### src/hdl/idf_pkg.sv
`default_nettype none

package idf_pkg;

  localparam int SEQ_W      = 64;
  localparam int BOOT_W     = 64;
  localparam int CHAR_W     = 7;
  localparam int CFG_DATA_W = 64;
  localparam int CFG_ADDR_W = 4;

  localparam int B32_CHARS  = 26;
  localparam int B32_MAX    = 26;
  localparam int B32_N      = (B32_CHARS > B32_MAX) ? B32_MAX :
                              ((B32_CHARS < 1) ? 1 : B32_CHARS);
  localparam int B32_BITS   = 5 * B32_N;
  localparam int B32_CNT_W  = $clog2(B32_N + 1);

  localparam int DEC_DIGITS = 20;
  localparam int BCD_BITS   = 4 * DEC_DIGITS;
  localparam int DIG_CNT_W  = $clog2(DEC_DIGITS + 1);
  localparam int BIN_CNT_W  = $clog2(SEQ_W + 1);

  localparam logic [CHAR_W-1:0] CHAR_HYPHEN = 7'h2D;
  localparam logic [CHAR_W-1:0] CHAR_ZERO   = 7'h30;

  localparam logic REG_BOOT_HIGH = 1'b0;
  localparam logic REG_BOOT_LOW  = 1'b1;

  localparam logic [CHAR_W-1:0] B32_SYM [0:31] = '{
    7'h30, 7'h31, 7'h32, 7'h33, 7'h34, 7'h35, 7'h36, 7'h37,
    7'h38, 7'h39, 7'h41, 7'h42, 7'h43, 7'h44, 7'h45, 7'h46,
    7'h47, 7'h48, 7'h4A, 7'h4B, 7'h4D, 7'h4E, 7'h50, 7'h51,
    7'h52, 7'h53, 7'h54, 7'h56, 7'h57, 7'h58, 7'h59, 7'h5A
  };

  typedef enum logic [2:0] {
    ST_IDLE,
    ST_B32,
    ST_HYPHEN,
    ST_SKIP,
    ST_DEC
  } idf_state_t;

  typedef struct packed {
    logic start;
    logic shift_digit;
  } idf_bcd_ctl_t;

  typedef struct packed {
    logic       done;
    logic [3:0] digit;
  } idf_bcd_sts_t;

endpackage

`default_nettype wire

### src/hdl/idf_bcd.sv
`default_nettype none

module idf_bcd
  import idf_pkg::*;
(
  input  wire logic         clk,
  input  wire logic         rst_n,
  input  wire idf_bcd_ctl_t ctl,
  input  wire logic [SEQ_W-1:0] seq,
  output idf_bcd_sts_t      sts
);

  logic [SEQ_W-1:0]     bin_r, bin_nxt;
  logic [BCD_BITS-1:0]  bcd_r, bcd_nxt;
  logic [BIN_CNT_W-1:0] cnt_r, cnt_nxt;
  logic [BCD_BITS-1:0]  adj;

  always_comb begin
    for (int i = 0; i < DEC_DIGITS; i++) begin
      if (bcd_r[4*i +: 4] >= 4'd5) begin
        adj[4*i +: 4] = bcd_r[4*i +: 4] + 4'd3;
      end else begin
        adj[4*i +: 4] = bcd_r[4*i +: 4];
      end
    end
  end

  always_comb begin
    bin_nxt = bin_r;
    bcd_nxt = bcd_r;
    cnt_nxt = cnt_r;
    if (ctl.start) begin
      bin_nxt = seq;
      bcd_nxt = '0;
      cnt_nxt = BIN_CNT_W'(SEQ_W);
    end else if (cnt_r != '0) begin
      bcd_nxt = {adj[BCD_BITS-2:0], bin_r[SEQ_W-1]};
      bin_nxt = bin_r << 1;
      cnt_nxt = cnt_r - BIN_CNT_W'(1);
    end else if (ctl.shift_digit) begin
      bcd_nxt = bcd_r << 4;
    end
  end

  always_ff @(posedge clk) begin
    if (!rst_n) begin
      cnt_r <= '0;
    end else begin
      cnt_r <= cnt_nxt;
    end
  end

  always_ff @(posedge clk) begin
    bin_r <= bin_nxt;
    bcd_r <= bcd_nxt;
  end

  assign sts.done  = (cnt_r == '0);
  assign sts.digit = bcd_r[BCD_BITS-1 -: 4];

endmodule

`default_nettype wire

### src/hdl/id_text_formatter.sv
// Channel   Direction  Transaction carries
// in_       slave      sequence_number in in_tdata
// out_      master     one ASCII character in out_tdata, last_char as out_tlast
// cfg_      APB slave  boot_high at 0x0, boot_low at 0x8
//
// With an unstalled output, an item's time is set by the 64-step
// bit-serial binary to BCD conversion plus one step per decimal position.
// The base32 symbols and the hyphen leave while the conversion runs.
// Leading decimal zeros are dropped one per cycle after the conversion ends.
// Synchronous reset clears the boot registers, counters, state and out valid.
// A stalled output holds its character, and the next item waits until all
// characters of the current one have been produced.

`default_nettype none

module id_text_formatter
  import idf_pkg::*;
(
  input  wire logic                  clk,
  input  wire logic                  rst_n,
  input  wire logic                  in_tvalid,
  output logic                       in_tready,
  input  wire logic [SEQ_W-1:0]      in_tdata,     // [63:0] sequence_number
  output logic                       out_tvalid,
  input  wire logic                  out_tready,
  output logic [7:0]                 out_tdata,    // [6:0] char_code, [7] zero
  output logic                       out_tlast,
  input  wire logic                  cfg_psel,
  input  wire logic                  cfg_penable,
  input  wire logic                  cfg_pwrite,
  input  wire logic [CFG_ADDR_W-1:0] cfg_paddr,
  input  wire logic [CFG_DATA_W-1:0] cfg_pwdata,
  output logic [CFG_DATA_W-1:0]      cfg_prdata,
  output logic                       cfg_pready
);

  logic [BOOT_W-1:0]    boot_high_r, boot_low_r;
  idf_state_t           state_r, state_nxt;
  logic [B32_BITS-1:0]  b32_sh_r, b32_sh_nxt;
  logic [B32_CNT_W-1:0] sym_cnt_r, sym_cnt_nxt;
  logic [DIG_CNT_W-1:0] dig_left_r, dig_left_nxt;
  logic                 out_valid_r, out_valid_nxt;
  logic [CHAR_W-1:0]    out_char_r, out_char_nxt;
  logic                 out_last_r, out_last_nxt;
  logic                 slot_free;
  logic                 in_acc;
  logic                 cfg_wr;
  idf_bcd_ctl_t         bcd_ctl;
  idf_bcd_sts_t         bcd_sts;

  assign cfg_pready = 1'b1;
  assign cfg_wr     = cfg_psel && cfg_penable && cfg_pwrite && cfg_pready;

  always_comb begin
    case (cfg_paddr[3])
      REG_BOOT_HIGH: cfg_prdata = boot_high_r;
      REG_BOOT_LOW:  cfg_prdata = boot_low_r;
      default:       cfg_prdata = '0;
    endcase
  end

  always_ff @(posedge clk) begin
    if (!rst_n) begin
      boot_high_r <= '0;
      boot_low_r  <= '0;
    end else if (cfg_wr) begin
      case (cfg_paddr[3])
        REG_BOOT_HIGH: boot_high_r <= cfg_pwdata;
        REG_BOOT_LOW:  boot_low_r  <= cfg_pwdata;
        default: begin
        end
      endcase
    end
  end

  idf_bcd u_bcd (
    .clk   (clk),
    .rst_n (rst_n),
    .ctl   (bcd_ctl),
    .seq   (in_tdata),
    .sts   (bcd_sts)
  );

  assign slot_free = !out_valid_r || out_tready;
  assign in_tready = (state_r == ST_IDLE);
  assign in_acc    = in_tvalid && in_tready;

  always_comb begin
    state_nxt           = state_r;
    b32_sh_nxt          = b32_sh_r;
    sym_cnt_nxt         = sym_cnt_r;
    dig_left_nxt        = dig_left_r;
    out_valid_nxt       = out_valid_r && !out_tready;
    out_char_nxt        = out_char_r;
    out_last_nxt        = out_last_r;
    bcd_ctl.start       = 1'b0;
    bcd_ctl.shift_digit = 1'b0;
    case (state_r)
      ST_IDLE: begin
        if (in_acc) begin
          b32_sh_nxt    = B32_BITS'({boot_high_r, boot_low_r});
          sym_cnt_nxt   = B32_CNT_W'(B32_N);
          dig_left_nxt  = DIG_CNT_W'(DEC_DIGITS);
          bcd_ctl.start = 1'b1;
          state_nxt     = ST_B32;
        end
      end
      ST_B32: begin
        if (slot_free) begin
          out_valid_nxt = 1'b1;
          out_char_nxt  = B32_SYM[b32_sh_r[B32_BITS-1 -: 5]];
          out_last_nxt  = 1'b0;
          b32_sh_nxt    = b32_sh_r << 5;
          sym_cnt_nxt   = sym_cnt_r - B32_CNT_W'(1);
          if (sym_cnt_r == B32_CNT_W'(1)) begin
            state_nxt = ST_HYPHEN;
          end
        end
      end
      ST_HYPHEN: begin
        if (slot_free) begin
          out_valid_nxt = 1'b1;
          out_char_nxt  = CHAR_HYPHEN;
          out_last_nxt  = 1'b0;
          state_nxt     = ST_SKIP;
        end
      end
      ST_SKIP: begin
        if (bcd_sts.done) begin
          if (bcd_sts.digit == 4'd0 && dig_left_r != DIG_CNT_W'(1)) begin
            bcd_ctl.shift_digit = 1'b1;
            dig_left_nxt        = dig_left_r - DIG_CNT_W'(1);
          end else begin
            state_nxt = ST_DEC;
          end
        end
      end
      ST_DEC: begin
        if (slot_free) begin
          out_valid_nxt       = 1'b1;
          out_char_nxt        = CHAR_ZERO + CHAR_W'(bcd_sts.digit);
          out_last_nxt        = (dig_left_r == DIG_CNT_W'(1));
          bcd_ctl.shift_digit = 1'b1;
          dig_left_nxt        = dig_left_r - DIG_CNT_W'(1);
          if (dig_left_r == DIG_CNT_W'(1)) begin
            state_nxt = ST_IDLE;
          end
        end
      end
      default: begin
        state_nxt = ST_IDLE;
      end
    endcase
  end

  always_ff @(posedge clk) begin
    if (!rst_n) begin
      state_r     <= ST_IDLE;
      out_valid_r <= 1'b0;
      sym_cnt_r   <= '0;
      dig_left_r  <= '0;
    end else begin
      state_r     <= state_nxt;
      out_valid_r <= out_valid_nxt;
      sym_cnt_r   <= sym_cnt_nxt;
      dig_left_r  <= dig_left_nxt;
    end
  end

  always_ff @(posedge clk) begin
    b32_sh_r   <= b32_sh_nxt;
    out_char_r <= out_char_nxt;
    out_last_r <= out_last_nxt;
  end

  assign out_tvalid = out_valid_r;
  assign out_tdata  = {1'b0, out_char_r};
  assign out_tlast  = out_last_r;

endmodule

`default_nettype wire

### config.mk
export PLATFORM = sky130hd
export DESIGN_NAME = id_text_formatter
export DESIGN_NICKNAME = d
export VERILOG_FILES = /design/src/hdl/idf_pkg.sv /design/src/hdl/idf_bcd.sv /design/src/hdl/id_text_formatter.sv
export SDC_FILE = /design/constraint.sdc
export NUM_CORES = 1
export LEC_CHECK = 0
export BUFFER_PORTS_ARGS = -buffer_cell sky130_fd_sc_hd__clkbuf_2
export CAP_MARGIN = 25
export CORE_MARGIN = 2
export CORE_UTILIZATION = 54
export DETAILED_ROUTE_END_ITERATION = 8
export GPL_TIMING_DRIVEN = 0
export PLACE_DENSITY = 0.77
export SKIP_CTS_REPAIR_TIMING = 1
export SYNTH_ARGS = -nofsm -noshare
export SYNTH_HDL_FRONTEND = slang
export SYNTH_HIERARCHICAL = 1
export SYNTH_SLANG_ARGS = --single-unit
export TNS_END_PERCENT = 10
### constraint.sdc
create_clock -name clk -period 4.9 [get_ports clk]
set_input_delay 0.49 -clock clk [delete_from_list [all_inputs] [get_ports clk]]
set_output_delay 0.49 -clock clk [all_outputs]
set_load 0.1 [all_outputs]
# Word-level counts from Yosys, hierarchy flattened

Memory sizes are Yosys's and may differ from the RTL's.
Cells that the tools add are included.

Add/subtract/negate cells: 24
Order comparisons: 21
Eq/ne operators: 17
Muxes and demuxes: 64
Bitwise logic cells: 3
Reductions and logical operators: 28

Operator list:

| cell                                                               | number |
|---|---|
| two-way mux 130 bit                                                | 2 |
| case mux 130 bit (2 select lines)                                  | 1 |
| two-way mux 80 bit                                                 | 2 |
| two-way mux 64 bit                                                 | 2 |
| case mux 64 bit (2 select lines)                                   | 1 |
| greater-or-equal comparator 4 x 3 -> 1 bit (second input constant) | 20 |
| adder 4 x 2 -> 4 bit (second input constant)                       | 19 |
| two-way mux 4 bit                                                  | 19 |
| two-way mux 7 bit                                                  | 7 |
| two-way mux 5 bit                                                  | 6 |
| two-way mux 3 bit                                                  | 9 |
| case mux 7 bit (3 select lines)                                    | 1 |
| != test 2 bit (second input constant)                              | 8 |
| case mux 3 bit (5 select lines)                                    | 1 |
| case mux 5 bit (3 select lines)                                    | 1 |
| equality test 5 x 1 -> 1 bit (second input constant)               | 2 |
| case mux 5 bit (2 select lines)                                    | 1 |
| subtractor 5 x 1 -> 5 bit (second input constant)                  | 2 |
| two-way mux 1 bit                                                  | 9 |
| AND reduction 8 bit                                                | 1 |
| nonzero test 2 bit                                                 | 4 |
| adder 6 x 4 -> 7 bit (first input constant)                        | 1 |
| logical NOT 7 bit                                                  | 1 |
| nonzero test 7 bit                                                 | 1 |
| other kinds (23)                                                   | 36 |

Register bits after elaboration: 431
ROM bits: 224
Input bits: 139
Logic and storage cells: 171
Memories kept: 1

Memories:

| name            | words | width | read ports | clocked after memory_dff | write ports | RTL line                 | source |
|---|---|---|---|---|---|---|---|
| (no name shown) | 32    | 7     | 1          | 0                        | 0           | id_text_formatter.sv:111 | `out_char_nxt = B32_SYM[b32_sh_r[B32_BITS-1 -: 5]];` |

# Depth between registers and ports, before layout

Word-level depth: 7
Depth in mapped cells: 15

# Cells and area by module

The synthesis kept the hierarchy.

Modules (own cells, without submodules):

| module            | instances | cells each | area each (um^2) | seq. area each (um^2) |
|---|---|---|---|---|
| id_text_formatter | 1         | 1340       | 12169.2          | 6986.7 |
| idf_bcd           | 1         | 754        | 8526.9           | 3663.5 |

# Least setup slack after synthesis

Ideal clock, no wire load.

Path kind: register -> register
From: register state_r[1]
To: register u_bcd.bin_r[0], enable pin
Arrival time: 5275 ps
Required time: 4468 ps
Slack: -807 ps
Stages on the path, launching flop included: 8
Buffers on the path: 3
Clock period less this slack: 5707 ps
Path through: dfxtp_1 buf_2 nor3_1 nand2_1 inv_1 buf_2 clkbuf_1 nand2b_1

RTL lines:

| element                | RTL line                 | source |
|---|---|---|
| from (decl)            | id_text_formatter.sv:38  | `idf_state_t state_r, state_nxt;` |
| from (signal assigned) | id_text_formatter.sv:163 | `state_r <= state_nxt;` |
| to (signal assigned)   | idf_bcd.sv:54            | `bin_r <= bin_nxt;` |
| to (decl)              | idf_bcd.sv:13            | `logic [SEQ_W-1:0] bin_r, bin_nxt;` |

==> qor.yml <==
clkSinkCount: 431
timing.fmax_mhz: 286
finalSetupTns_ns: 0
grt_pass1_vias: 16238
dp_cells: 2821
drtIter0Drc: 1218
period_needed_ns: 3.50
endpoint_kind: "flop"
die_area_mm2: 0.0399
r2r_start: "state_r[0]"
via_per_inst: 5.65
grt_pass1_wl_mm: 82.8
drv_cap: 0
ant_nets: 0
critPathTopFamily: "buffers and inverters"
startpoint: "state_r[0]"
crit_slowest_cell: "nand2b_4"
grt_max_degree: 65
worstReg2RegEnd: "u_bcd/bin_r[51]"
cts_max_level: 2
avgSynthCellArea_um2: 9.88
dp_hpwl_mm: 36.6
setup_violations: 0
syn_area_mm2: 0.0207
max_slew_margin_pct: 41.5
syn-instance-count: 2094
num_vias: 16452
drc: 0
worstSetupStartpointType: "flop"
crit_chain: "buf_2, nor3_2, nand2_1, inv_1, buf_2, clkbuf_1, nand2b_4"
post-route-period-util_pct: 71.4
cpPeakStageDelay_ns: 0.80
drt_first_pass_iters: 5
clockBufferDepth: 3
power_leakage_uw: 0.00975
antenna_found_initial: 5
grtUsageTotal_pct: 26.2
grt_setup_unrepaired: "no"
finClkSkew_ns: 0.0183
ir_drop_mv: 0.463
slew_viol_final: 0
io_pins: 215
path_buf_inv: 4
power_density_mw_per_mm2: 655
r2r_setup_slack_ns: 1.40
root_buffer: "clkbuf_16"
final_nets: 2551
finalHoldViolCount: 0
gp_congestion: 0.875
reg2reg_depth: 7
crit_path_frequent_cell: "buf_2"
cts_tree: "yes"
synth_top_area_cell: "edfxtp_1"
endpoint: "u_bcd/bin_r[51]"
synth.top_cell.area_share_pct: 29.3
routed_wl_mm: 52.3
fp.dieH_um: 200
yosys-top-cells-area: "edfxtp_1 (29%), dfxtp_1 (22%), nand2_1 (12%)"
tightest_slew_ns: 0.878
synth.distinct_cells: 65
wire_per_inst_um: 17.9
clkTransAtPathRegs_ns: 0.06
cp.depth: 7
drive_gt1_share_pct: 22.0
async_reset_ff_share_pct: 0
port_buffers: 209
initial_core_util_pct: 54.9
die-width_um: 200
overflow: 0
fin_cells: 2914
cp.required_ns: 5.08
ys_seq_area_share_pct: 51.5
areaGrowthSynthToFinish_pct: 16.3
ys_warn_count: 6
coreArea_mm2: 0.0377
syn_nets: 2285
rows: 71
critPathArrivalTime_ns: 3.68
crit_type: "flop to flop"
outcome: "complete, no violations"
hold_class: "input pin to flop"
ys_ff_latch: 431
worst-path-max-fanout: 64
ys.flop_type: "dfxtp_1"
cts_made_buffers: 46
synth_edf_count: 202
insertion_delay_ns: 0.57
-- cells by family (layout without fill, tap and decap cells) --
kind of cell | Yosys count | after routing | synth area share, %
AO/OA/AOI/OAI | 376 | 376 | 12.4
XOR/XNOR | 27 | 27 | 1.14
adder cells (fa/ha/maj) | 52 | 52 | 3.14
buffers and inverters | 190 | 494 | 3.98
flip-flops | 431 | 431 | 51.5
multiplexers | 208 | 208 | 10.9
other | 2 | 7 | 0.0363
AND/OR/NAND/NOR | 808 | 808 | 16.9
-- power by group --
part,switching [uW],leakage [uW],internal (uW)
Sequential,706,0.00397,5410
Combinational,3790,0.00504,2370
Clock,1460,0.000746,2020
-- worst min path at each step --
stage	start	end	slack (ns)	cells past startpoint
after detailed placement	boot_low_r[16]	boot_low_r[16]	0.46	2
after CTS	cfg_pwdata[25]	boot_low_r[25]	0.13	3
after global routing	cfg_pwdata[22]	boot_low_r[22]	0.14	3
final	cfg_pwdata[36]	boot_low_r[36]	0.15	3
after floorplan	boot_low_r[0]	boot_low_r[0]	0.44	2
after global placement	boot_low_r[4]	boot_low_r[4]	0.45	2
-- per-layer routing --
layer	global-route usage (%)	wire [um]	share of wire, %
met1	36.5	22500	43
met2	41.1	23800	46
met3	4.87	4490	8.6
met4	9.44	1450	2.8
met5	0	0	0
-- per-stage QoR --
| step | power (uW) | utilization [%] | setup slack [ns] | hold WS, ns | area [um^2] |
|---|---|---|---|---|---|
| after floorplan | 10600 | - | -0.0859 | 0.441 | 20700 |
| after CTS | 15700 | 63.8 | 1.36 | 0.132 | 24000 |
| final | 15800 | 63.9 | 1.40 | 0.147 | 24100 |
| after global routing | 16600 | 63.9 | 1.19 | 0.144 | 24100 |
| after detailed placement | 12200 | 59.8 | 1.39 | 0.460 | 22500 |
| after global placement | 11900 | 59.4 | -1.25 | 0.451 | 22400 |
-- state kept, by name, summed over array words and instances (netlist names) --
| signal | flops |
|---|---|
| out_tlast | 1 |
| sym_cnt_r | 5 |
| boot_high_r | 64 |
| u_bcd/cnt_r | 7 |
| b32_sh_r | 130 |
| dig_left_r | 5 |
| boot_low_r | 64 |
| u_bcd/bin_r | 64 |
| out_char_r | 7 |
| state_r | 3 |
| u_bcd/bcd_r | 80 |
| out_tvalid | 1 |
-- layout by cell type, fill, tap and decap left out, drive strengths merged, types with 4 or more instances in the layout --
master / Yosys / layout
nand2: 656 / 656
clkbuf: 74 / 347
dfxtp: 229 / 229
edfxtp: 202 / 202
a21oi: 185 / 185
mux2: 128 / 128
a211oi: 97 / 97
mux2i: 79 / 79
buf: 59 / 68
inv: 57 / 60
ha: 52 / 52
nor3b: 43 / 43
nand2b: 34 / 34
o21ai: 28 / 28
nor2: 24 / 24
xnor2: 23 / 23
o211a: 20 / 20
o21a: 19 / 19
clkinv: 0 / 15
and2: 10 / 10
nor3: 7 / 7
nand3: 6 / 6
nor2b: 6 / 6
diode: 0 / 5
xor2: 4 / 4
o31ai: 4 / 4
-- cell usage after synthesis, types with 3 or more instances --
library cell  count
or3_1             3
o21ai_0          28
o211ai_1          3
clkbuf_1         74
nor3b_1          41
o211a_1          20
xnor2_1          23
buf_2            38
edfxtp_1        202
buf_4            17
nor2b_1           5
o21a_1           19
nand3_1           6
a211oi_2         37
mux2i_1          79
nand2_1         655
nand2b_1         34
mux2_2          128
nor2_1           24
o31ai_1           4
a21oi_1         185
ha_1             52
and2_1            8
nand3b_1          3
buf_1             4
a31oi_1           3
inv_1            56
nor3_1            7
xor2_1            4
dfxtp_1         229
a211oi_1         60
-- final cells by class --
cell class	count	area [um^2]
clock inverter	22	205
inverter	57	214
multi-input combinational	1473	9230
sequential	431	10700
timing repair buffer	218	1200
clock buffer	64	1300
buffer	133	611
tap	511	639
fill	3001	13600
antenna	5	12.5
-- worst reg2reg max path: cells and delay by family (launching register included) --
| kind | cells | cell delay, ns |
|---|---|---|
| buffers and inverters | 4 | 1.40 |
| flip-flops | 1 | 0.38 |
| AND/OR/NAND/NOR | 3 | 1.26 |
No activity file was read; power rests on OpenSTA's default activity.
